==> config.mk <==
export PLATFORM = sky130hd
export DESIGN_NAME = priority_screened_wait_queue_top
export DESIGN_NICKNAME = d
export VERILOG_FILES = /design/src/rtl/psq_pkg.sv /design/src/rtl/psq_ctrl.sv /design/src/rtl/psq_datapath.sv /design/src/rtl/priority_screened_wait_queue_top.sv
export SDC_FILE = /design/constraint.sdc
export NUM_CORES = 2
export LEC_CHECK = 0
export ABC_AREA = 0
export BUFFER_PORTS_ARGS = -buffer_cell sky130_fd_sc_hd__buf_2
export CORE_MARGIN = 8
export CORE_UTILIZATION = 35
export CTS_CLUSTER_SIZE = 20
export DETAILED_ROUTE_END_ITERATION = 7
export PLACE_DENSITY_LB_ADDON = 0.2
export SLEW_MARGIN = 20
export SYNTH_ARGS = -nofsm -noshare
export SYNTH_HDL_FRONTEND = slang
export SYNTH_HIERARCHICAL = 1
export SYNTH_SLANG_ARGS = --single-unit
==> constraint.sdc <==
create_clock -name clk -period 16.6 [get_ports clk]
set_clock_uncertainty 0.1 [all_clocks]
set_input_delay 0.83 -clock clk [delete_from_list [all_inputs] [get_ports clk]]
set_output_delay 0.83 -clock clk [all_outputs]
set_load 0.05 [all_outputs]
==> src/rtl/psq_pkg.sv <==
`timescale 1ns / 1ps

package psq_pkg;

  localparam int QUEUE_DEPTH_DEF = 16;
  localparam int ID_W            = 32;
  localparam int COOKIE_W        = 32;
  localparam int LEVEL_W         = 4;
  localparam int STATUS_W        = 3;

  localparam logic KIND_STORE    = 1'b0;
  localparam logic KIND_RETRIEVE = 1'b1;

  typedef enum logic [STATUS_W-1:0] {
    STATUS_STORED    = 3'd0,
    STATUS_DUPLICATE = 3'd1,
    STATUS_OVERFLOW  = 3'd2,
    STATUS_SERVED    = 3'd3,
    STATUS_NONE      = 3'd4
  } status_t;

  typedef enum logic [1:0] {
    ST_IDLE,
    ST_COMPARE,
    ST_UPDATE
  } state_t;

  typedef struct packed {
    logic capture;
    logic compare;
    logic update;
  } ctrl_t;

endpackage

==> src/rtl/psq_ctrl.sv <==
`timescale 1ns / 1ps

module psq_ctrl (
  input  logic          clk,
  input  logic          rst_n,
  input  logic          start,
  output logic          busy,
  output psq_pkg::ctrl_t ctrl
);

  psq_pkg::state_t state_r, state_nxt;
  logic            accept;

  assign accept = start && !busy;

  always_ff @(posedge clk) begin
    if (!rst_n) begin
      state_r <= psq_pkg::ST_IDLE;
    end else begin
      state_r <= state_nxt;
    end
  end

  always_comb begin
    state_nxt = state_r;
    unique case (state_r)
      psq_pkg::ST_IDLE: begin
        if (start) state_nxt = psq_pkg::ST_COMPARE;
      end
      psq_pkg::ST_COMPARE: begin
        state_nxt = psq_pkg::ST_UPDATE;
      end
      psq_pkg::ST_UPDATE: begin
        state_nxt = start ? psq_pkg::ST_COMPARE : psq_pkg::ST_IDLE;
      end
      default: begin
        state_nxt = psq_pkg::ST_IDLE;
      end
    endcase
  end

  always_comb begin
    busy         = 1'b0;
    ctrl.compare = 1'b0;
    ctrl.update  = 1'b0;
    unique case (state_r)
      psq_pkg::ST_IDLE: begin
      end
      psq_pkg::ST_COMPARE: begin
        busy         = 1'b1;
        ctrl.compare = 1'b1;
      end
      psq_pkg::ST_UPDATE: begin
        ctrl.update = 1'b1;
      end
      default: begin
        busy = 1'b1;
      end
    endcase
    ctrl.capture = start && !busy;
  end

  // compare lasts exactly one cycle and is always followed by update
  a_compare_to_update: assert property (@(posedge clk) disable iff (!rst_n)
    ctrl.compare |=> ctrl.update)
    else $error("compare not followed by update");

  a_accept_to_compare: assert property (@(posedge clk) disable iff (!rst_n)
    accept |=> ctrl.compare)
    else $error("accepted item did not enter compare");

endmodule

==> src/rtl/psq_datapath.sv <==
`timescale 1ns / 1ps

module psq_datapath #(
  parameter int QUEUE_DEPTH = psq_pkg::QUEUE_DEPTH_DEF,
  parameter int CNT_W       = $clog2(QUEUE_DEPTH + 1)
) (
  input  logic                           clk,
  input  logic                           rst_n,
  input  psq_pkg::ctrl_t                 ctrl,
  input  logic                           in_kind,
  input  logic [psq_pkg::ID_W-1:0]       in_requester_id,
  input  logic [psq_pkg::COOKIE_W-1:0]   in_cookie,
  input  logic [psq_pkg::LEVEL_W-1:0]    in_level,
  output logic                           out_valid,
  output logic [psq_pkg::STATUS_W-1:0]   out_status,
  output logic [psq_pkg::ID_W-1:0]       out_served_id,
  output logic [psq_pkg::COOKIE_W-1:0]   out_served_cookie,
  output logic                           out_zero_level_warning,
  output logic                           out_waiters_remain,
  output logic [CNT_W-1:0]               out_queue_length,
  output logic [CNT_W-1:0]               out_high_water
);

  localparam logic [CNT_W-1:0] DEPTH_CNT = CNT_W'(QUEUE_DEPTH);

  // captured item
  logic                         kind_r;
  logic [psq_pkg::ID_W-1:0]     id_r;
  logic [psq_pkg::COOKIE_W-1:0] cookie_r;
  logic [psq_pkg::LEVEL_W-1:0]  level_r;

  // compare results
  logic                   dup_r, dup_nxt;
  logic [QUEUE_DEPTH-1:0] elig_r, elig_nxt;

  // entry storage, kept compacted in arrival order
  logic [psq_pkg::ID_W-1:0]     ids_r     [QUEUE_DEPTH];
  logic [psq_pkg::COOKIE_W-1:0] cookies_r [QUEUE_DEPTH];
  logic [psq_pkg::LEVEL_W-1:0]  levels_r  [QUEUE_DEPTH];
  logic [psq_pkg::ID_W-1:0]     ids_nxt     [QUEUE_DEPTH];
  logic [psq_pkg::COOKIE_W-1:0] cookies_nxt [QUEUE_DEPTH];
  logic [psq_pkg::LEVEL_W-1:0]  levels_nxt  [QUEUE_DEPTH];

  logic [CNT_W-1:0] count_r, count_nxt;
  logic [CNT_W-1:0] peak_r, peak_nxt;

  // result register
  logic                         out_valid_r;
  psq_pkg::status_t             status_r, status_nxt;
  logic [psq_pkg::ID_W-1:0]     sid_r, sid_nxt;
  logic [psq_pkg::COOKIE_W-1:0] sck_r, sck_nxt;
  logic                         warn_r, warn_nxt;
  logic                         remain_r;
  logic [CNT_W-1:0]             qlen_r;
  logic [CNT_W-1:0]             hw_r;

  logic [QUEUE_DEPTH-1:0] neg_elig;
  logic [QUEUE_DEPTH-1:0] from_hit;
  logic [QUEUE_DEPTH-1:0] first_hit;
  logic                   hit;
  logic                   do_store;
  logic                   do_remove;

  always_ff @(posedge clk) begin
    if (ctrl.capture) begin
      kind_r   <= in_kind;
      id_r     <= in_requester_id;
      cookie_r <= in_cookie;
      level_r  <= in_level;
    end
  end

  // parallel compare against every queued entry
  always_comb begin
    for (int i = 0; i < QUEUE_DEPTH; i++) begin
      elig_nxt[i] = (CNT_W'(i) < count_r) && (levels_r[i] >= level_r);
    end
    dup_nxt = 1'b0;
    for (int i = 0; i < QUEUE_DEPTH; i++) begin
      dup_nxt = dup_nxt | ((CNT_W'(i) < count_r) && (ids_r[i] == id_r));
    end
  end

  always_ff @(posedge clk) begin
    if (ctrl.compare) begin
      dup_r  <= dup_nxt;
      elig_r <= elig_nxt;
    end
  end

  // oldest eligible entry and everything at or after it
  assign neg_elig  = ~elig_r + QUEUE_DEPTH'(1);
  assign from_hit  = elig_r | neg_elig;
  assign first_hit = elig_r & neg_elig;
  assign hit       = |elig_r;

  always_comb begin
    do_store   = 1'b0;
    do_remove  = 1'b0;
    warn_nxt   = 1'b0;
    sid_nxt    = '0;
    sck_nxt    = '0;
    count_nxt  = count_r;
    status_nxt = psq_pkg::STATUS_NONE;
    if (kind_r == psq_pkg::KIND_STORE) begin
      priority if (dup_r) begin
        status_nxt = psq_pkg::STATUS_DUPLICATE;
      end else if (count_r >= DEPTH_CNT) begin
        status_nxt = psq_pkg::STATUS_OVERFLOW;
      end else begin
        status_nxt = psq_pkg::STATUS_STORED;
        do_store   = 1'b1;
        warn_nxt   = (level_r == '0);
        count_nxt  = count_r + CNT_W'(1);
      end
    end else begin
      if (hit) begin
        status_nxt = psq_pkg::STATUS_SERVED;
        do_remove  = 1'b1;
        count_nxt  = count_r - CNT_W'(1);
        for (int i = 0; i < QUEUE_DEPTH; i++) begin
          sid_nxt = sid_nxt | (ids_r[i] & {psq_pkg::ID_W{first_hit[i]}});
          sck_nxt = sck_nxt | (cookies_r[i] & {psq_pkg::COOKIE_W{first_hit[i]}});
        end
      end
    end
    peak_nxt = (count_nxt > peak_r) ? count_nxt : peak_r;
  end

  always_comb begin
    for (int i = 0; i < QUEUE_DEPTH; i++) begin
      ids_nxt[i]     = ids_r[i];
      cookies_nxt[i] = cookies_r[i];
      levels_nxt[i]  = levels_r[i];
      if (do_store && (CNT_W'(i) == count_r)) begin
        ids_nxt[i]     = id_r;
        cookies_nxt[i] = cookie_r;
        levels_nxt[i]  = level_r;
      end
    end
    // close the gap left by the removed entry
    for (int i = 0; i < QUEUE_DEPTH - 1; i++) begin
      if (do_remove && from_hit[i]) begin
        ids_nxt[i]     = ids_r[i+1];
        cookies_nxt[i] = cookies_r[i+1];
        levels_nxt[i]  = levels_r[i+1];
      end
    end
  end

  always_ff @(posedge clk) begin
    if (ctrl.update) begin
      for (int i = 0; i < QUEUE_DEPTH; i++) begin
        ids_r[i]     <= ids_nxt[i];
        cookies_r[i] <= cookies_nxt[i];
        levels_r[i]  <= levels_nxt[i];
      end
      status_r <= status_nxt;
      sid_r    <= sid_nxt;
      sck_r    <= sck_nxt;
      warn_r   <= warn_nxt;
      remain_r <= (count_nxt != '0);
      qlen_r   <= count_nxt;
      hw_r     <= peak_nxt;
    end
  end

  always_ff @(posedge clk) begin
    if (!rst_n) begin
      count_r     <= '0;
      peak_r      <= '0;
      out_valid_r <= 1'b0;
    end else begin
      out_valid_r <= ctrl.update;
      if (ctrl.update) begin
        count_r <= count_nxt;
        peak_r  <= peak_nxt;
      end
    end
  end

  assign out_valid              = out_valid_r;
  assign out_status             = status_r;
  assign out_served_id          = sid_r;
  assign out_served_cookie      = sck_r;
  assign out_zero_level_warning = warn_r;
  assign out_waiters_remain     = remain_r;
  assign out_queue_length       = qlen_r;
  assign out_high_water         = hw_r;

  a_count_bound: assert property (@(posedge clk) disable iff (!rst_n)
    count_r <= DEPTH_CNT)
    else $error("entry count beyond depth");

  a_peak_covers_count: assert property (@(posedge clk) disable iff (!rst_n)
    peak_r >= count_r)
    else $error("high-water mark below entry count");

  a_served_clean: assert property (@(posedge clk) disable iff (!rst_n)
    (out_valid_r && status_r != psq_pkg::STATUS_SERVED) |->
      (sid_r == '0 && sck_r == '0))
    else $error("served fields set on a non-served result");

  a_length_tracks: assert property (@(posedge clk) disable iff (!rst_n)
    out_valid_r |-> (qlen_r == count_r && remain_r == (count_r != '0)))
    else $error("reported length disagrees with entry count");

endmodule

==> src/rtl/priority_screened_wait_queue_top.sv <==
`timescale 1ns / 1ps
// channel   handshake              fields
// -------   ---------------------  --------------------------------------------
// in        start / busy           in_kind in_requester_id in_cookie in_level
// out       out_valid (strobe)     out_status out_served_id out_served_cookie
//                                  out_zero_level_warning out_waiters_remain
//                                  out_queue_length out_high_water
//
// an item is taken when start is high and busy is low; busy is high for one
// cycle (the parallel compare over all entries), and a new item may be taken
// during the following update cycle, while the previous item is written back
// the result strobes out_valid for one cycle, from the result register loaded
// in update; the receiver cannot stall; synchronous active-low reset empties
// the queue and clears the high-water mark, no clearing pass is needed

module priority_screened_wait_queue_top #(
  parameter int QUEUE_DEPTH = psq_pkg::QUEUE_DEPTH_DEF
) (
  input  logic                                 clk,
  input  logic                                 rst_n,
  input  logic                                 start,
  output logic                                 busy,
  input  logic                                 in_kind,
  input  logic [psq_pkg::ID_W-1:0]             in_requester_id,
  input  logic [psq_pkg::COOKIE_W-1:0]         in_cookie,
  input  logic [psq_pkg::LEVEL_W-1:0]          in_level,
  output logic                                 out_valid,
  output logic [psq_pkg::STATUS_W-1:0]         out_status,
  output logic [psq_pkg::ID_W-1:0]             out_served_id,
  output logic [psq_pkg::COOKIE_W-1:0]         out_served_cookie,
  output logic                                 out_zero_level_warning,
  output logic                                 out_waiters_remain,
  output logic [$clog2(QUEUE_DEPTH+1)-1:0]     out_queue_length,
  output logic [$clog2(QUEUE_DEPTH+1)-1:0]     out_high_water
);

  localparam int CNT_W = $clog2(QUEUE_DEPTH + 1);

  psq_pkg::ctrl_t ctrl;

  psq_ctrl u_ctrl (
    .clk   (clk),
    .rst_n (rst_n),
    .start (start),
    .busy  (busy),
    .ctrl  (ctrl)
  );

  psq_datapath #(
    .QUEUE_DEPTH (QUEUE_DEPTH),
    .CNT_W       (CNT_W)
  ) u_datapath (
    .clk                    (clk),
    .rst_n                  (rst_n),
    .ctrl                   (ctrl),
    .in_kind                (in_kind),
    .in_requester_id        (in_requester_id),
    .in_cookie              (in_cookie),
    .in_level               (in_level),
    .out_valid              (out_valid),
    .out_status             (out_status),
    .out_served_id          (out_served_id),
    .out_served_cookie      (out_served_cookie),
    .out_zero_level_warning (out_zero_level_warning),
    .out_waiters_remain     (out_waiters_remain),
    .out_queue_length       (out_queue_length),
    .out_high_water         (out_high_water)
  );

endmodule

==> summary.md <==
| Metric | Value |
|---|---|
| Die area | `201000 um2` |
| Initial core utilization | `35.2%` |
| Period utilization | `32.9%` |
| Headroom to the max-slew limit | `23.2%` |
| Placed Area | `68800 um2` |
| Synth Flop Type | `edfxtp_1` |
| Compound-Gate Fraction of Synth Area | `8.31%` |
| Post-synth EDFFs | `1253` |
| H-Tree Depth | `4` |
| Clock Sinks | `1266` |
| Via count | `42200` |
| Commonest non-fill, non-tap cells in the layout | `edfxtp_1 (1253), mux2_2 (931), xor2_1 (435), nand2_1 (224), a22oi_1 (154)` |
| Power per cell area | `103 nW/um2` |
| Crit-path max FO | `39` |
| CP Class | `reg -> reg` |
| Drt via density | `5.77` |
| Die Wd | `448 um` |
| Core Rows | `158` |
| Grt total ovfl | `0` |
| Post-CTS Resized | `0` |
| TritonCTS clock tree | `yes` |
| Worst min path class | `in -> reg` |
| Nets | `4864` |
| Worst slew pin tran | `1.15 ns` |
| Initial antenna violation count | `4` |
| Worst Hold Depth | `1` |
| Xor and xnor area share after synthesis | `6.90%` |
| Mapped cell area | `65400 um2` |
| Post-Syn Instances | `4708` |
| First-pass GRT wire length | `324000 um` |
| Unrepaired setup endpoints after global routing | `false` |
| Peak Freq | `183 MHz` |
| Post-synthesis adder-cell area fraction | `1.42%` |
| I/O pin cnt | `153` |
| CP Data Required Time | `17.17 ns` |
| Largest net degree at the start of global routing | `135` |
| Worst skew pair latency | `0.80 ns` |
| Seq cells post-synth | `1266` |
| Setup TNS | `0 ns` |
| Most common cell after layout, fill and taps aside | `edfxtp_1` |
| Power, Total | `7.61 mW` |
| Syn-to-layout area delta | `12.6%` |
| HPWL after DPL | `153000 um` |
| CTS root buf | `clkbuf_16` |
| Startpoint types | `flip-flop` |
| Worst Path Arrival | `6.03 ns` |
| Syn_area_per_cell | `13.9 um2` |
| Peak supply drop | `78.3 uV` |
| CP endpoint kind | `flip-flop` |
| Final Setup Violations | `0` |
| Router iterations before antenna repair | `8` |
| Layout cells sized above 1 | `30.2%` |
| Clock slew at reported path FFs | `0.06 ns` |
| Vias in the first global route | `41300` |
| Register area share after synthesis | `57.9%` |
| ANT nets after route | `0` |
| WL/cell | `31.6 um` |
| Starting DRT DRC Count | `4559` |
| Multiplexer share of the synthesized area | `17.3%` |
| Post-synthesis simple-gate area fraction | `5.27%` |
| Post-route cell area | `73700 um2` |
| Final Hold Vio Count | `0` |
| Count of buffers from port buffering | `152` |
| DRC errors left | `0` |
| Synth warn | `6` |
| DRT Wirelength | `231000 um` |
| Total Routing Usage GR | `22.2%` |
| Fin crit period | `5.46 ns` |
| Yosys cell types | `63` |
| Largest family of logic cells by synthesized area | `multiplexers` |
| MaxCap Viol Count | `0` |
| Fin. max-slew vios | `0` |
| Total core area | `186000 um2` |
| Pleak | `24.2 nW` |
| RD Place Congestion | `0.927` |
| Hold_buf cts | `0` |
| Async SR Flop Fraction | `0%` |
| R2r worst-path depth | `15` |
| Die Ht | `448 um` |
| Clock buffer depth | `3` |
| Syn nets | `4854` |
| Status | `finished clean` |
| Number of setup buffers added after CTS | `0` |
| Total CTS buffers | `150` |
==> cells by family (layout without fill, tap and decap cells) <==
kind of cell    count (synthesis)  after routing
xor+xnor                      515            515
flops                        1266           1266
other cells                     0              4
compound gates                707            707
fa+ha+maj                      74             74
simple gates                  683            683
buf+inv                       456            581
mux                          1007           1007
==> report_power, final <==
part           internal [mW]  total (mW)  leakage [nW]  switching, mW
clock                   1.83        3.24          2.29           1.41
sequential              3.59        3.65          11.5         0.0593
combinational          0.272       0.717          10.4          0.445
total                   5.70        7.61          24.2           1.91
==> stage by stage <==
stage | util [%] | instances | setup slack, ns | hold slack [ns]
floorplan | - | 4708 | 4.67 | 0.324
global placement | 37.1 | 7043 | 11.22 | 0.397
detailed placement | 37.1 | 7043 | 11.19 | 0.400
CTS | 39.6 | 7310 | 11.19 | 0.0421
global route | 39.7 | 7314 | 10.84 | 0.0625
finish | 39.7 | 7317 | 11.14 | 0.107
==> worst paths after layout <==
| path | startpoint | endpoint | slack, ns |
|---|---|---|---|
| setup / recovery | u_datapath/elig_r[1] | u_datapath/peak_r[0] | 11.14 |
| hold / removal | in_requester_id[21] | u_datapath/id_r[21] | 0.11 |
| setup reg to reg | u_datapath/elig_r[1] | u_datapath/peak_r[0] | 11.14 |
| hold reg to reg | u_datapath/peak_r[1] | u_datapath/peak_r[1] | 0.41 |
==> flip-flops by register name, indices dropped and copies added, names as in the netlist <==
signal / flops
u_ctrl/state_r: 2
u_datapath/cookie_r: 32
u_datapath/cookies_r: 512
u_datapath/count_r: 5
u_datapath/dup_r: 1
u_datapath/elig_r: 16
u_datapath/id_r: 32
u_datapath/ids_r: 512
u_datapath/kind_r: 1
u_datapath/level_r: 4
u_datapath/levels_r: 64
u_datapath/out_high_water: 5
u_datapath/out_queue_length: 5
u_datapath/out_served_cookie: 32
u_datapath/out_served_id: 32
u_datapath/out_status: 3
u_datapath/out_valid: 1
u_datapath/out_waiters_remain: 1
u_datapath/out_zero_level_warning: 1
u_datapath/peak_r: 5
==> worst max-delay path: stages (launching register included) <==
cell      delay [ns]
edfxtp_1        0.35
buf_4           0.29
buf_4           0.39
nor3_2          0.56
nand3_2         0.41
o21ai_4         0.24
buf_4           0.56
o21ai_0         0.22
o21bai_1        0.35
inv_1           0.11
ha_1            0.29
and3_1          0.17
a311o_1         0.36
nor3_1          0.60
mux2i_1         0.27
nor2_1          0.06
==> area by class of cell <==
cell class | count | area [um2]
Inverter | 36 | 135
Fill cell | 17500 | 112000
Timing Repair Buffer | 278 | 1760
Clock inverter | 72 | 785
Clock buffer | 195 | 3940
Tap cell | 2480 | 3100
Sequential cell | 1266 | 37900
Antenna cell | 4 | 10.0
Multi-Input combinational cell | 2986 | 26000
==> synth_stat cells, types with 77 or more instances <==
master / number / area [um2]
nor4_1: 123 / 769
clkbuf_1: 239 / 897
a221o_1: 126 / 1260
nand2b_1: 77 / 482
nand3_1: 81 / 405
a22oi_1: 154 / 1160
buf_1: 98 / 368
xor2_1: 435 / 3810
edfxtp_1: 1253 / 37600
mux2_2: 931 / 10500
a21oi_1: 85 / 425
nand2_1: 232 / 871
xnor2_1: 80 / 701
==> routing by layer <==
layer,vias to the layer above,share of wire [%],track usage (%)
met5,-,0,0
met4,0,4.6,9.27
met3,334,5.7,2.72
met2,1652,47,35.7
met1,21900,43,30.4
li1,18300,-,-
Power figures use the tool's default switching activity.
